<file path="src/rtl/ccal_pkg.sv">
package ccal_pkg;

  // Item kinds carried on the input tuser
  typedef enum logic [1:0] {
    OP_TICK  = 2'd0,
    OP_LOAD  = 2'd1,
    OP_CLEAR = 2'd2
  } op_e;

  // Configuration register indexes
  localparam logic CFG_WAKE_HOUR   = 1'b0;
  localparam logic CFG_WAKE_MINUTE = 1'b1;

  localparam int unsigned CFG_IDX_W  = 1;
  localparam int unsigned CFG_DATA_W = 6;
  localparam int unsigned OP_W       = 2;
  localparam int unsigned S_DATA_W   = 48;
  localparam int unsigned M_DATA_W   = 48;

  localparam logic [15:0] YEAR_MIN        = 16'd2000;
  localparam logic [4:0]  HOURS_PER_DAY   = 5'd24;
  localparam logic [5:0]  MINS_PER_HOUR   = 6'd60;
  localparam logic [5:0]  SECS_PER_MIN    = 6'd60;
  localparam logic [2:0]  LAST_WEEKDAY    = 3'd6;
  localparam logic [3:0]  MONTHS_PER_YEAR = 4'd12;
  localparam logic [3:0]  FEBRUARY        = 4'd2;
  localparam logic [4:0]  FEB_LEAP_DAYS   = 5'd29;
  localparam logic [4:0]  LONG_MONTH_DAYS = 5'd31;

  // Reset date: Saturday 1 January 2000, midnight
  localparam logic [15:0] RST_YEAR        = 16'd2000;
  localparam logic [3:0]  RST_MONTH       = 4'd1;
  localparam logic [4:0]  RST_MDAY        = 5'd1;
  localparam logic [2:0]  RST_WEEKDAY     = 3'd6;
  localparam logic [4:0]  RST_WAKE_HOUR   = 5'd0;
  localparam logic [5:0]  RST_WAKE_MINUTE = 6'd1;

  // ceil(2^21 / 25): exact quotient by 25 for every 16-bit year
  localparam logic [16:0] RECIP_25  = 17'd83887;
  localparam int unsigned RECIP_SHR = 21;

  typedef struct packed {
    logic [15:0] year;
    logic [3:0]  month;
    logic [4:0]  mday;
    logic [2:0]  weekday;
    logic [4:0]  hour;
    logic [5:0]  minute;
    logic [5:0]  second;
  } cal_t;

  localparam logic [4:0] MONTH_LEN [12] = '{
    5'd31, 5'd28, 5'd31, 5'd30, 5'd31, 5'd30,
    5'd31, 5'd31, 5'd30, 5'd31, 5'd30, 5'd31
  };

  // Gregorian leap rule; divisibility by 25 through a reciprocal multiply
  function automatic logic is_leap(input logic [15:0] year);
    logic [32:0] prod;
    logic [11:0] quot;
    logic [16:0] back;
    logic        div4;
    logic        div25;
    prod  = {17'd0, year} * {16'd0, RECIP_25};
    quot  = prod[32:RECIP_SHR];
    back  = {quot, 4'd0} + {1'b0, quot, 3'd0} + {5'd0, quot};
    div4  = (year[1:0] == 2'd0);
    div25 = (back == {1'b0, year});
    return (div25 && (year[3:0] == 4'd0)) || (div4 && !div25);
  endfunction

  // Month length; months outside 1..12 report a long month
  function automatic logic [4:0] days_in(input logic [15:0] year, input logic [3:0] month);
    logic [4:0] len;
    if ((month == 4'd0) || (month > MONTHS_PER_YEAR)) begin
      len = LONG_MONTH_DAYS;
    end else if ((month == FEBRUARY) && is_leap(year)) begin
      len = FEB_LEAP_DAYS;
    end else begin
      len = MONTH_LEN[month - 4'd1];
    end
    return len;
  endfunction

endpackage

</file>
<file path="src/rtl/ccal_tick.sv">
module ccal_tick (
  input  ccal_pkg::cal_t cur_i,
  input  logic [4:0]     wake_hour_i,
  input  logic [5:0]     wake_minute_i,
  output ccal_pkg::cal_t nxt_o,
  output logic           fire_o
);

  logic       sec_wrap;
  logic       min_wrap;
  logic       hour_wrap;
  logic       day_wrap;
  logic       month_wrap;
  logic [4:0] month_days;

  assign month_days = ccal_pkg::days_in(cur_i.year, cur_i.month);
  assign sec_wrap   = (cur_i.second == ccal_pkg::SECS_PER_MIN - 6'd1);
  assign min_wrap   = sec_wrap && (cur_i.minute == ccal_pkg::MINS_PER_HOUR - 6'd1);
  assign hour_wrap  = min_wrap && (cur_i.hour == ccal_pkg::HOURS_PER_DAY - 5'd1);
  assign day_wrap   = hour_wrap && (cur_i.mday >= month_days);
  assign month_wrap = day_wrap && (cur_i.month >= ccal_pkg::MONTHS_PER_YEAR);

  always_comb begin
    nxt_o = cur_i;
    nxt_o.second = sec_wrap ? 6'd0 : cur_i.second + 6'd1;
    if (sec_wrap) begin
      nxt_o.minute = min_wrap ? 6'd0 : cur_i.minute + 6'd1;
    end
    if (min_wrap) begin
      nxt_o.hour = hour_wrap ? 5'd0 : cur_i.hour + 5'd1;
    end
    if (hour_wrap) begin
      nxt_o.weekday = (cur_i.weekday >= ccal_pkg::LAST_WEEKDAY) ? 3'd0 : cur_i.weekday + 3'd1;
      nxt_o.mday    = day_wrap ? 5'd1 : cur_i.mday + 5'd1;
    end
    if (day_wrap) begin
      nxt_o.month = month_wrap ? 4'd1 : cur_i.month + 4'd1;
    end
    if (month_wrap) begin
      nxt_o.year = cur_i.year + 16'd1;
    end
  end

  // Seconds of day reach the wake time exactly when (hour, minute) >= (wake hour, wake minute)
  assign fire_o = (nxt_o.hour > wake_hour_i) ||
                  ((nxt_o.hour == wake_hour_i) && (nxt_o.minute >= wake_minute_i));

endmodule

</file>
<file path="src/rtl/ccal_load_chk.sv">
module ccal_load_chk (
  input  ccal_pkg::cal_t set_i,
  output logic           ok_o
);

  logic [4:0] month_days;

  assign month_days = ccal_pkg::days_in(set_i.year, set_i.month);

  assign ok_o = (set_i.year >= ccal_pkg::YEAR_MIN) &&
                (set_i.month != 4'd0) && (set_i.month <= ccal_pkg::MONTHS_PER_YEAR) &&
                (set_i.weekday <= ccal_pkg::LAST_WEEKDAY) &&
                (set_i.mday != 5'd0) && (set_i.mday <= month_days) &&
                (set_i.hour < ccal_pkg::HOURS_PER_DAY) &&
                (set_i.minute < ccal_pkg::MINS_PER_HOUR) &&
                (set_i.second < ccal_pkg::SECS_PER_MIN);

endmodule

</file>
<file path="src/rtl/calendar_clock_with_alarm.sv">
// A result passes through the input register and then the result register.
// Throughput: one item per cycle unless the output stalls; calendar state updates per item.
// A full result register still accepts a new input; the input register holds it until taken.
// Reset (rst_ni low, asynchronous): Saturday 2000-01-01 00:00:00, alarm clear, time not synced,
// wake time 00:01, both pipeline stages empty.
module calendar_clock_with_alarm (
  input  logic                                clk_i,
  input  logic                                rst_ni,
  // Configuration writes
  input  logic                                cfg_we_i,
  input  logic [ccal_pkg::CFG_IDX_W-1:0]      cfg_idx_i,
  input  logic [ccal_pkg::CFG_DATA_W-1:0]     cfg_data_i,
  // Input stream
  input  logic                                s_axis_tvalid,
  output logic                                s_axis_tready,
  // [15:0] set_year, [19:16] set_month, [24:20] set_mday, [27:25] set_weekday,
  // [32:28] set_hour, [38:33] set_minute, [44:39] set_second, [47:45] zero
  input  logic [ccal_pkg::S_DATA_W-1:0]       s_axis_tdata,
  // [1:0] op
  input  logic [ccal_pkg::OP_W-1:0]           s_axis_tuser,
  // Result stream
  output logic                                m_axis_tvalid,
  input  logic                                m_axis_tready,
  // [15:0] now_year, [19:16] now_month, [24:20] now_mday, [27:25] now_weekday,
  // [32:28] now_hour, [38:33] now_minute, [44:39] now_second, [45] alarm_active,
  // [46] time_valid, [47] load_rejected
  output logic [ccal_pkg::M_DATA_W-1:0]       m_axis_tdata
);

  // Input register
  logic                         in_valid_q, in_valid_d;
  logic [ccal_pkg::OP_W-1:0]    in_op_q;
  ccal_pkg::cal_t               in_set_q;

  // Calendar state
  ccal_pkg::cal_t               cal_q, cal_d;
  logic                         alarm_q, alarm_d;
  logic                         sync_q, sync_d;
  logic [4:0]                   wake_hour_q, wake_hour_d;
  logic [5:0]                   wake_minute_q, wake_minute_d;

  // Result register
  logic                         out_valid_q, out_valid_d;
  logic                         out_rej_q, rej_d;

  logic                         in_xfer;
  logic                         advance;
  logic                         step;
  ccal_pkg::cal_t               tick_cal;
  logic                         tick_fire;
  logic                         load_ok;
  ccal_pkg::op_e                op;
  logic [4:0]                   cfg_hour;
  logic [5:0]                   cfg_minute;

  // The result register drains or is empty: the input stage may hand its item over
  assign advance       = !out_valid_q || m_axis_tready;
  assign s_axis_tready = !in_valid_q || advance;
  assign in_xfer       = s_axis_tvalid && s_axis_tready;
  assign step          = in_valid_q && advance;
  assign op            = ccal_pkg::op_e'(in_op_q);

  assign in_valid_d  = in_xfer ? 1'b1 : (advance ? 1'b0 : in_valid_q);
  assign out_valid_d = step ? 1'b1 : (m_axis_tready ? 1'b0 : out_valid_q);

  always_ff @(posedge clk_i or negedge rst_ni) begin
    if (!rst_ni) begin
      in_valid_q  <= 1'b0;
      out_valid_q <= 1'b0;
    end else begin
      in_valid_q  <= in_valid_d;
      out_valid_q <= out_valid_d;
    end
  end

  // Capture the payload on each input transfer; unpack tdata, year in the lowest bits
  always_ff @(posedge clk_i) begin
    if (in_xfer) begin
      in_op_q          <= s_axis_tuser;
      in_set_q.year    <= s_axis_tdata[15:0];
      in_set_q.month   <= s_axis_tdata[19:16];
      in_set_q.mday    <= s_axis_tdata[24:20];
      in_set_q.weekday <= s_axis_tdata[27:25];
      in_set_q.hour    <= s_axis_tdata[32:28];
      in_set_q.minute  <= s_axis_tdata[38:33];
      in_set_q.second  <= s_axis_tdata[44:39];
    end
  end

  ccal_tick u_tick (
    .cur_i         (cal_q),
    .wake_hour_i   (wake_hour_q),
    .wake_minute_i (wake_minute_q),
    .nxt_o         (tick_cal),
    .fire_o        (tick_fire)
  );

  ccal_load_chk u_load_chk (
    .set_i (in_set_q),
    .ok_o  (load_ok)
  );

  // Apply one item to the calendar state; an unused op code leaves everything alone
  always_comb begin
    cal_d   = cal_q;
    alarm_d = alarm_q;
    sync_d  = sync_q;
    rej_d   = 1'b0;
    if (step) begin
      unique case (op)
        ccal_pkg::OP_TICK: begin
          cal_d   = tick_cal;
          alarm_d = alarm_q || tick_fire;
        end
        ccal_pkg::OP_LOAD: begin
          // A rejected load keeps the time but drops the synced flag
          if (load_ok) begin
            cal_d = in_set_q;
          end
          sync_d = load_ok;
          rej_d  = !load_ok;
        end
        ccal_pkg::OP_CLEAR: begin
          alarm_d = 1'b0;
        end
        default: begin
          cal_d = cal_q;
        end
      endcase
    end
  end

  // Wake time register writes, reduced to a valid hour and minute
  assign cfg_hour   = cfg_data_i[4:0];
  assign cfg_minute = cfg_data_i[5:0];

  always_comb begin
    wake_hour_d   = wake_hour_q;
    wake_minute_d = wake_minute_q;
    if (cfg_we_i) begin
      unique case (cfg_idx_i)
        ccal_pkg::CFG_WAKE_HOUR: begin
          wake_hour_d = (cfg_hour >= ccal_pkg::HOURS_PER_DAY) ?
                        cfg_hour - ccal_pkg::HOURS_PER_DAY : cfg_hour;
        end
        ccal_pkg::CFG_WAKE_MINUTE: begin
          wake_minute_d = (cfg_minute >= ccal_pkg::MINS_PER_HOUR) ?
                          cfg_minute - ccal_pkg::MINS_PER_HOUR : cfg_minute;
        end
        default: begin
          wake_hour_d = wake_hour_q;
        end
      endcase
    end
  end

  always_ff @(posedge clk_i or negedge rst_ni) begin
    if (!rst_ni) begin
      cal_q.year    <= ccal_pkg::RST_YEAR;
      cal_q.month   <= ccal_pkg::RST_MONTH;
      cal_q.mday    <= ccal_pkg::RST_MDAY;
      cal_q.weekday <= ccal_pkg::RST_WEEKDAY;
      cal_q.hour    <= 5'd0;
      cal_q.minute  <= 6'd0;
      cal_q.second  <= 6'd0;
      alarm_q       <= 1'b0;
      sync_q        <= 1'b0;
      wake_hour_q   <= ccal_pkg::RST_WAKE_HOUR;
      wake_minute_q <= ccal_pkg::RST_WAKE_MINUTE;
    end else begin
      cal_q         <= cal_d;
      alarm_q       <= alarm_d;
      sync_q        <= sync_d;
      wake_hour_q   <= wake_hour_d;
      wake_minute_q <= wake_minute_d;
    end
  end

  // The result is the state after the item, so it is the state registers themselves
  always_ff @(posedge clk_i) begin
    if (step) begin
      out_rej_q <= rej_d;
    end
  end

  assign m_axis_tvalid = out_valid_q;
  assign m_axis_tdata  = {out_rej_q, sync_q, alarm_q, cal_q.second, cal_q.minute,
                          cal_q.hour, cal_q.weekday, cal_q.mday, cal_q.month, cal_q.year};

  // State may only move when an item is handed to the result register; while a result waits,
  // the state it shows must hold
  assert property (@(posedge clk_i) disable iff (!rst_ni)
    (out_valid_q && !m_axis_tready) |=> $stable(m_axis_tdata))
    else $error("result changed while stalled");

  // Time of day stays in range whatever was loaded or ticked
  assert property (@(posedge clk_i) disable iff (!rst_ni)
    (cal_q.hour < ccal_pkg::HOURS_PER_DAY) && (cal_q.minute < ccal_pkg::MINS_PER_HOUR) &&
    (cal_q.second < ccal_pkg::SECS_PER_MIN) && (cal_q.weekday <= ccal_pkg::LAST_WEEKDAY))
    else $error("calendar time out of range");

  // A rejected load never reports a synced time
  assert property (@(posedge clk_i) disable iff (!rst_ni)
    out_valid_q |-> !(out_rej_q && sync_q))
    else $error("rejected load reported as synced");

  // An alarm clear leaves the alarm low in its result
  assert property (@(posedge clk_i) disable iff (!rst_ni)
    (step && (op == ccal_pkg::OP_CLEAR)) |=> !alarm_q)
    else $error("alarm clear had no effect");

  // Input back-pressure only when both stages are full and the output stalls
  assert property (@(posedge clk_i) disable iff (!rst_ni)
    !s_axis_tready |-> (in_valid_q && out_valid_q && !m_axis_tready))
    else $error("input stalled without cause");

endmodule

</file>
<file path="config.mk">
export PLATFORM = sky130hd
export DESIGN_NAME = calendar_clock_with_alarm
export DESIGN_NICKNAME = d
export VERILOG_FILES = /design/src/rtl/ccal_pkg.sv /design/src/rtl/ccal_tick.sv /design/src/rtl/ccal_load_chk.sv /design/src/rtl/calendar_clock_with_alarm.sv
export SDC_FILE = /design/constraint.sdc
export NUM_CORES = 1
export LEC_CHECK = 0
export ABC_AREA = 1
export BUFFER_PORTS_ARGS = -buffer_cell sky130_fd_sc_hd__buf_2
export CORE_ASPECT_RATIO = 0.6
export CORE_MARGIN = 2
export CORE_UTILIZATION = 54
export CTS_CLUSTER_DIAMETER = 30
export DETAILED_ROUTE_END_ITERATION = 6
export HOLD_SLACK_MARGIN = 0.15
export PLACE_DENSITY = 0.72
export SETUP_SLACK_MARGIN = 0.05
export SLEW_MARGIN = 20
export SYNTH_ARGS = -nofsm -noshare
export SYNTH_HDL_FRONTEND = slang
export SYNTH_SLANG_ARGS = --single-unit
</file>
<file path="constraint.sdc">
create_clock -name clk_i -period 26.4 [get_ports clk_i]
set_clock_uncertainty 0.05 [all_clocks]
set_input_delay 3.96 -clock clk_i [delete_from_list [all_inputs] [get_ports clk_i]]
set_output_delay 3.96 -clock clk_i [all_outputs]
set_load 0.005 [all_outputs]
</file>
### Yosys cells after proc, flatten, opt, wreduce, memory -nomap -nowiden

Memories as Yosys holds them, arrays and structs flattened.
Cells that the tools add are included.

| word-level totals | value |
|---|---|
| memories | 2 |
| output and inout bits | 50 |
| register bits after elaboration | 108 |
| bits of input ports | 62 |
| word-level logic and storage cells | 159 |
| ROM bits | 160 |

Memory list:

| name | words | bits a word | read ports | clocked after memory_dff | write ports | line | source |
|---|---|---|---|---|---|---|---|
| (no name shown) | 16 | 5 | 1 | 0 | 0 | ccal_pkg.sv:80 | `len = MONTH_LEN[month - 4'd1];` |
| (no name shown) | 16 | 5 | 1 | 0 | 0 | ccal_pkg.sv:80 |  |

| operators by class | value |
|---|---|
| bitwise gates (word level) | 3 |
| order comparisons | 18 |
| muxes and demuxes | 28 |
| add/subtract/negate cells | 15 |
| equal/unequal tests | 14 |
| reductions and logical operators | 55 |
| $mul | 2 |

Operator list:

| kind | count |
|---|---|
| 45-bit one-hot mux with 2 select lines | 1 |
| 16-bit by 17-bit multiplier with 33-bit output (second input constant) | 2 |
| 5-bit two-way mux | 12 |
| 45-bit two-way mux | 1 |
| 16-bit by 15-bit adder with 17-bit output | 2 |
| 17-bit by 12-bit adder with 17-bit output | 2 |
| 17-bit by 16-bit equality test with 1-bit output | 2 |
| 6-bit two-way mux | 4 |
| 1-bit logical AND | 21 |
| 16-bit by 1-bit adder with 16-bit output (second input constant) | 1 |
| 16-bit by 11-bit >= comparator with 1-bit output (second input constant) | 1 |
| 4-bit zero test | 4 |
| 16-bit two-way mux | 1 |
| 5-bit >= comparator (second input constant) | 3 |
| 6-bit by 1-bit adder with 6-bit output (second input constant) | 2 |
| 6-bit equality test (second input constant) | 2 |
| 6-bit less-than comparator (second input constant) | 2 |
| 4-bit AND reduction | 3 |
| 5-bit by 1-bit adder with 5-bit output (second input constant) | 2 |
| 4-bit NOT with 5-bit output | 2 |
| 4-bit by 2-bit equality test with 1-bit output (second input constant) | 2 |
| 4-bit greater-than comparator (second input constant) | 2 |
| 1-bit logical OR | 8 |
| 4-bit two-way mux | 2 |
| 33 further kinds | 51 |

### Longest topological paths before layout

| depth | value |
|---|---|
| word-level depth | 17 |
| gate-level depth with buffers | 54 |
| mapped depth without buffers | 54 |

### Modules after synthesis

From an unflattened synthesis, not the netlist that was laid out.

| second synthesis, totals | value |
|---|---|
| cells, all modules | 2444 |
| area, all modules | 19232.2 µm² |

Modules (own cells, without submodules):

| module | seq. area each (µm²) | instances | area an instance (µm²) | cells each |
|---|---|---|---|---|
| ccal_tick | 0.0 | 1 | 7838.8 | 1064 |
| ccal_load_chk | 0.0 | 1 | 6897.9 | 907 |
| calendar_clock_with_alarm | 2956.6 | 1 | 4495.6 | 473 |

### Worst setup path before layout

Ideal clock, no wire load.

| timing path | value |
|---|---|
| path type | register to register |
| start point | register cal_q (netlist bit m_axis_tdata[13]) |
| end point | register cal_q (netlist bit m_axis_tdata[0]) |
| data arrival time | 8.850 ns |
| period minus slack after synthesis | 9.032 ns |
| cell stages (with the launch flop) | 48 |
| buffers on the path | 1 |
| slack | 17.368 ns |
| setup time | 0.132 ns |
| path through | dfrtp_1 > fa_1 > inv_1 > fa_1 > inv_1 > fa_1 > fa_1 > inv_1 > fa_1 > inv_1 > fa_1 > ha_1 > nand2_1 > inv_1 > nand2_1 > nand2_1 > nand2_1 > nand2_1 > [... 12 more ...] > nand2_1 > xor2_1 > nand2_1 > a21oi_1 > nand2_1 > nor2_1 > nand3_1 > nand2_1 > nand3b_1 > ha_1 > inv_1 > nand2_1 > a21oi_1 > nor4_1 > nand4_4 > a21oi_4 > buf_6 > o21ai_0 |

| on the way | value |
|---|---|
| word-level cells in the longest chain between the ends | 15 |
| elaborated cells between the ends (all ways) | 16 |
| those cells by class | add/sub: 2; mul: 1; order compare: 1; eq/ne: 2; mux: 2; reduce/logical: 8 |

RTL lines:

| item | line | source |
|---|---|---|
| start, declared | calendar_clock_with_alarm.sv:36 | `ccal_pkg::cal_t cal_q, cal_d;` |
| start signal, assigned | calendar_clock_with_alarm.sv:171 | `cal_q <= cal_d;` |
| 16-bit by 17-bit multiplier with 33-bit output | ccal_pkg.sv:64 | `prod = {17'd0, year} * {16'd0, RECIP_25};` |
| 16-bit by 15-bit adder with 17-bit output | ccal_pkg.sv:66 | `back = {quot, 4'd0} + {1'b0, quot, 3'd0} + {5'd0, quot};` |
| 17-bit by 12-bit adder with 17-bit output | ccal_pkg.sv:66 |  |
| 17-bit by 16-bit equality test with 1-bit output * | ccal_pkg.sv:68 | `div25 = (back == {1'b0, year});` |
| 1-bit zero test | ccal_pkg.sv:69 | `return (div25 && (year[3:0] == 4'd0)) \|\| (div4 && !div25);` |
| 1-bit logical AND | ccal_pkg.sv:69 |  |
| 1-bit logical OR * | ccal_pkg.sv:69 |  |
| 1-bit logical AND * | ccal_pkg.sv:77 | `end else if ((month == FEBRUARY) && is_leap(year)) begin` |
| 5-bit two-way mux * | ccal_pkg.sv:77 |  |
| 5-bit two-way mux * | ccal_pkg.sv:75 | `if ((month == 4'd0) \|\| (month > MONTHS_PER_YEAR)) begin` |
| 5-bit >= comparator * | ccal_tick.sv:20 | `assign day_wrap = hour_wrap && (cur_i.mday >= month_days);` |
| 1-bit logical AND * | ccal_tick.sv:20 |  |
| 1-bit logical AND * | ccal_tick.sv:21 | `assign month_wrap = day_wrap && (cur_i.month >= ccal_pkg::MONTHS_PER_YEAR);` |
| 2-bit by 1-bit != test with 1-bit output (no line) * | -- |  |
| 4-bit AND reduction (no line) * | -- |  |

Every way passes the cells marked *; elsewhere a longest branch is shown, timed or not.
A chain may end at the register's enable or synchronous reset.

### Final worst setup path

| timing path | value |
|---|---|
| start point | register in_set_q[33] (netlist name) |
| end point | register cal_q (netlist bit m_axis_tdata[2]) |

| on the way | value |
|---|---|
| word-level cells in the longest chain between the ends | 17 |
| elaborated cells between the ends (all ways) | 23 |
| those cells by class | add/sub: 2; mul: 1; order compare: 2; eq/ne: 2; mux: 2; reduce/logical: 14 |

RTL lines:

| item | line | source |
|---|---|---|
| start, declared | calendar_clock_with_alarm.sv:33 | `ccal_pkg::cal_t in_set_q;` |
| 16-bit by 17-bit multiplier with 33-bit output | ccal_pkg.sv:64 |  |
| 16-bit by 15-bit adder with 17-bit output | ccal_pkg.sv:66 |  |
| 17-bit by 12-bit adder with 17-bit output | ccal_pkg.sv:66 |  |
| 17-bit by 16-bit equality test with 1-bit output | ccal_pkg.sv:68 |  |
| 1-bit zero test | ccal_pkg.sv:69 |  |
| 1-bit logical AND | ccal_pkg.sv:69 |  |
| 1-bit logical OR | ccal_pkg.sv:69 |  |
| 1-bit logical AND | ccal_pkg.sv:77 |  |
| 5-bit two-way mux | ccal_pkg.sv:77 |  |
| 5-bit two-way mux | ccal_pkg.sv:75 |  |
| 5-bit less-or-equal comparator | ccal_load_chk.sv:13 | `(set_i.mday != 5'd0) && (set_i.mday <= month_days) &&` |
| 1-bit logical AND * (2 in series) | ccal_load_chk.sv:13 |  |
| 1-bit logical AND * | ccal_load_chk.sv:14 | `(set_i.hour < ccal_pkg::HOURS_PER_DAY) &&` |
| 1-bit logical AND * | ccal_load_chk.sv:15 | `(set_i.minute < ccal_pkg::MINS_PER_HOUR) &&` |
| 2-bit != test (no line) * | -- |  |
| 4-bit AND reduction (no line) * | -- |  |

Marked as above.

==> impl_metrics.tcl <==
set metrics [dict create \
    hold_viol_final 0 \
    crit_family "adder cells" \
    crit_buf_inv 5 \
    cts_hold_buf 0 \
    grt_pass1_wl_um 77700 \
    ys_seq_area_share_pct 16.0 \
    gp_congestion 0.930 \
    drive_gt1_share_pct 7.21 \
    die_area_um2 35800 \
    outcome "complete, no violations" \
    crit_type "reg -> reg" \
    port_buffers 108 \
    hold_class "reg -> reg" \
    reg2reg_to "m_axis_tdata[2]" \
    syn_to_final_growth_pct 7.34 \
    drv_cap 0 \
    setup_viol 0 \
    worst_slew_pin_slew_ps 1060 \
    final.min_clock_period_ps 11210 \
    cts_resized 0 \
    rsz0062_at_grt "false" \
    whs_endpoint "wake_minute_q[0]" \
    grt_pass1_vias 14700 \
    worst-path-max-fanout 32 \
    timing.final.crit_share_pct 42.5 \
    clkTransAtPathRegs_ps 80 \
    clk_latency_ps 360 \
    cts-root-buf "clkbuf_16" \
    max_stage_delay_ps 880 \
    cts.sinks 108 \
    gr-usage-met3_pct 9.26 \
    post_drt_wl_per_cell_um 17.3 \
    drc_errors 0 \
    post-route-util_pct 58.9 \
    h-tree-depth 3 \
    diodes 0 \
    ant_nets 0 \
    drv_slew 0 \
    die_w_um 243 \
    crit_top_cell "nand2_1" \
    synth_nets 2828 \
    grtUsageMet1_pct 42.9 \
    nNetsFinal 2932 \
    avgSynthCellArea_um2 8.33 \
    grt_antenna_before_repair 0 \
    startpoint_type "register" \
    relSlewSlack_pct 29.5 \
    timing.hold.ws_ps 451 \
    grt.overflow.total 0 \
    dr_total_vias 15000 \
    tritoncts "yes" \
    min_path_cells 2 \
    numCtsBuffers 9 \
    wirelength_um 48200 \
    grt_max_degree 61 \
    min_from "wake_minute_q[0]" \
    ys_warn_count 0 \
    dr.pass1.iters 5 \
    postCtsSetupBuffers 0 \
    track_usage_pct 27.7 \
    met2_usage_pct 37.8 \
    busiest_layer "met1" \
    critical_path_arrival_ps 11440 \
    timing.fmax_mhz 89.2 \
    ys.flop_type "dfrtp_1" \
    syn_inst 2222 \
    rows 52 \
    synth_cell_types 51 \
    dpl.hpwl_um 41600 \
    reg2reg_depth 43 \
    setup_tns_ps 0 \
    cp.required_ps 26630 \
    start_util_pct 54.9 \
    synth_edf_count 48 \
    reg2reg_from "in_set_q[33]" \
    netlist_area_um2 18500 \
    drt-vias-per-instance 5.37 \
    pin_count 112 \
    ys_async_sr_fraction_pct 55.6 \
    clockBufferDepth 2 \
    fp.dieH_um 147 \
    crit_path_end_kind "register" \
    core-area_um2 33700 \
    ys_ff_latch 108 \
    reg2reg_slack_ps 15190 \
    drt_iter0_drc 1129 \
    slowest_stage "a21oi_4" \
]
==> placed cells by master, fill, tap and decap left out, types with 40 or more instances in the layout <==
| cell type | netlist | routed |
|---|---|---|
| xor2_1 | 40 | 40 |
| nor2_1 | 114 | 113 |
| fa_1 | 213 | 213 |
| edfxtp_1 | 48 | 48 |
| inv_1 | 561 | 560 |
| nand3_1 | 85 | 85 |
| buf_2 | 2 | 108 |
| dfrtp_1 | 49 | 49 |
| nand2_1 | 392 | 392 |
| a21oi_1 | 82 | 82 |
| o21ai_0 | 94 | 94 |
| ha_1 | 331 | 331 |
==> flip-flops by register name, summed over array words and instances (netlist names) <==
name	cells
out_rej_q	1
in_set_q	45
sync_q	1
wake_hour_q	5
in_op_q	2
wake_minute_q	6
m_axis_tvalid	1
in_valid_q	1
alarm_q	1
m_axis_tdata	45
==> cell usage after synthesis, drive strengths merged (2+ instances only) <==
cell type  instances  area [um^2]
nor2             114          428
o31ai              7         52.6
clkinv             2         13.8
a22oi              2         15.0
inv              561         2110
xor2              40          350
ha               331         4140
o21a               4         30.0
buf                8         66.3
o221ai             4         35.0
a21oi             84          435
or2                4         25.0
o211ai             7         52.6
nor3              20          111
xnor2             25          219
edfxtp            48         1440
o22ai             10         62.6
nand4             22          153
nand3b             9         67.6
o21bai             2         15.0
dfstp             11          289
nand3             86          443
clkbuf            10         37.5
fa               213         4260
nand2            394         1490
a21o               8         60.1
o21ai            108          593
dfrtp             49         1230
nor4               6         37.5
a31oi             20          125
a21boi             4         30.0
==> stage by stage <==
step / setup slack, ps / cells / cell area (um^2)
after floorplan: 17370 / 2222 / 18500
after global placement: 15520 / 2774 / 19500
after detailed placement: 15390 / 2774 / 19500
after CTS: 15370 / 2790 / 19900
after global routing: 14430 / 2790 / 19900
final: 15190 / 2790 / 19900
==> logic make-up (layout without fill, tap and decap cells) <==
kind of cell,Yosys count,count (layout),share of synthesized area (%)
compound gates,267,267,8.48
flops,108,108,16.0
xor+xnor,66,66,3.20
simple gates,656,656,14.9
fa+ha+maj,544,544,45.4
buf+inv,581,690,12.0
==> tightest hold or removal path: stages (launching register included) <==
cell     delay [ps]
dfstp_2         380
nand2_1          50
o21ai_0          70
==> routing by layer <==
layer | vias to the layer above | wire [um]
met3 | 33 | 5660
li1 | 7230 | -
met1 | 7149 | 23300
met5 | - | 0
met2 | 577 | 18700
met4 | 0 | 490
==> how the worst max path moves through the flow <==
stage | start | to | slack [ps] | depth (start not counted)
4_1_cts | in_set_q[33] | m_axis_tdata[2] | 15370 | 43
2_1_floorplan | m_axis_tdata[13] | m_axis_tdata[0] | 17370 | 47
6_report | in_set_q[33] | m_axis_tdata[2] | 15190 | 43
5_1_grt | m_axis_tdata[14] | m_axis_tdata[1] | 14430 | 44
3_3_place_gp | m_axis_tdata[14] | m_axis_tdata[0] | 15520 | 44
3_5_place_dp | in_set_q[33] | m_axis_tdata[2] | 15390 | 43
==> area by class of cell <==
cell class	count	area [um^2]
Clock buffer	9	225
Clock inverter	7	97.6
Fill cell	3021	13800
Inverter	563	2120
Multi-Input combinational cell	1533	13300
Sequential cell	108	2960
Tap cell	459	574
Timing Repair Buffer	111	563
Power is not shown: default switching activity piles up to over one toggle a cycle in this logic, so the estimate is an artifact.
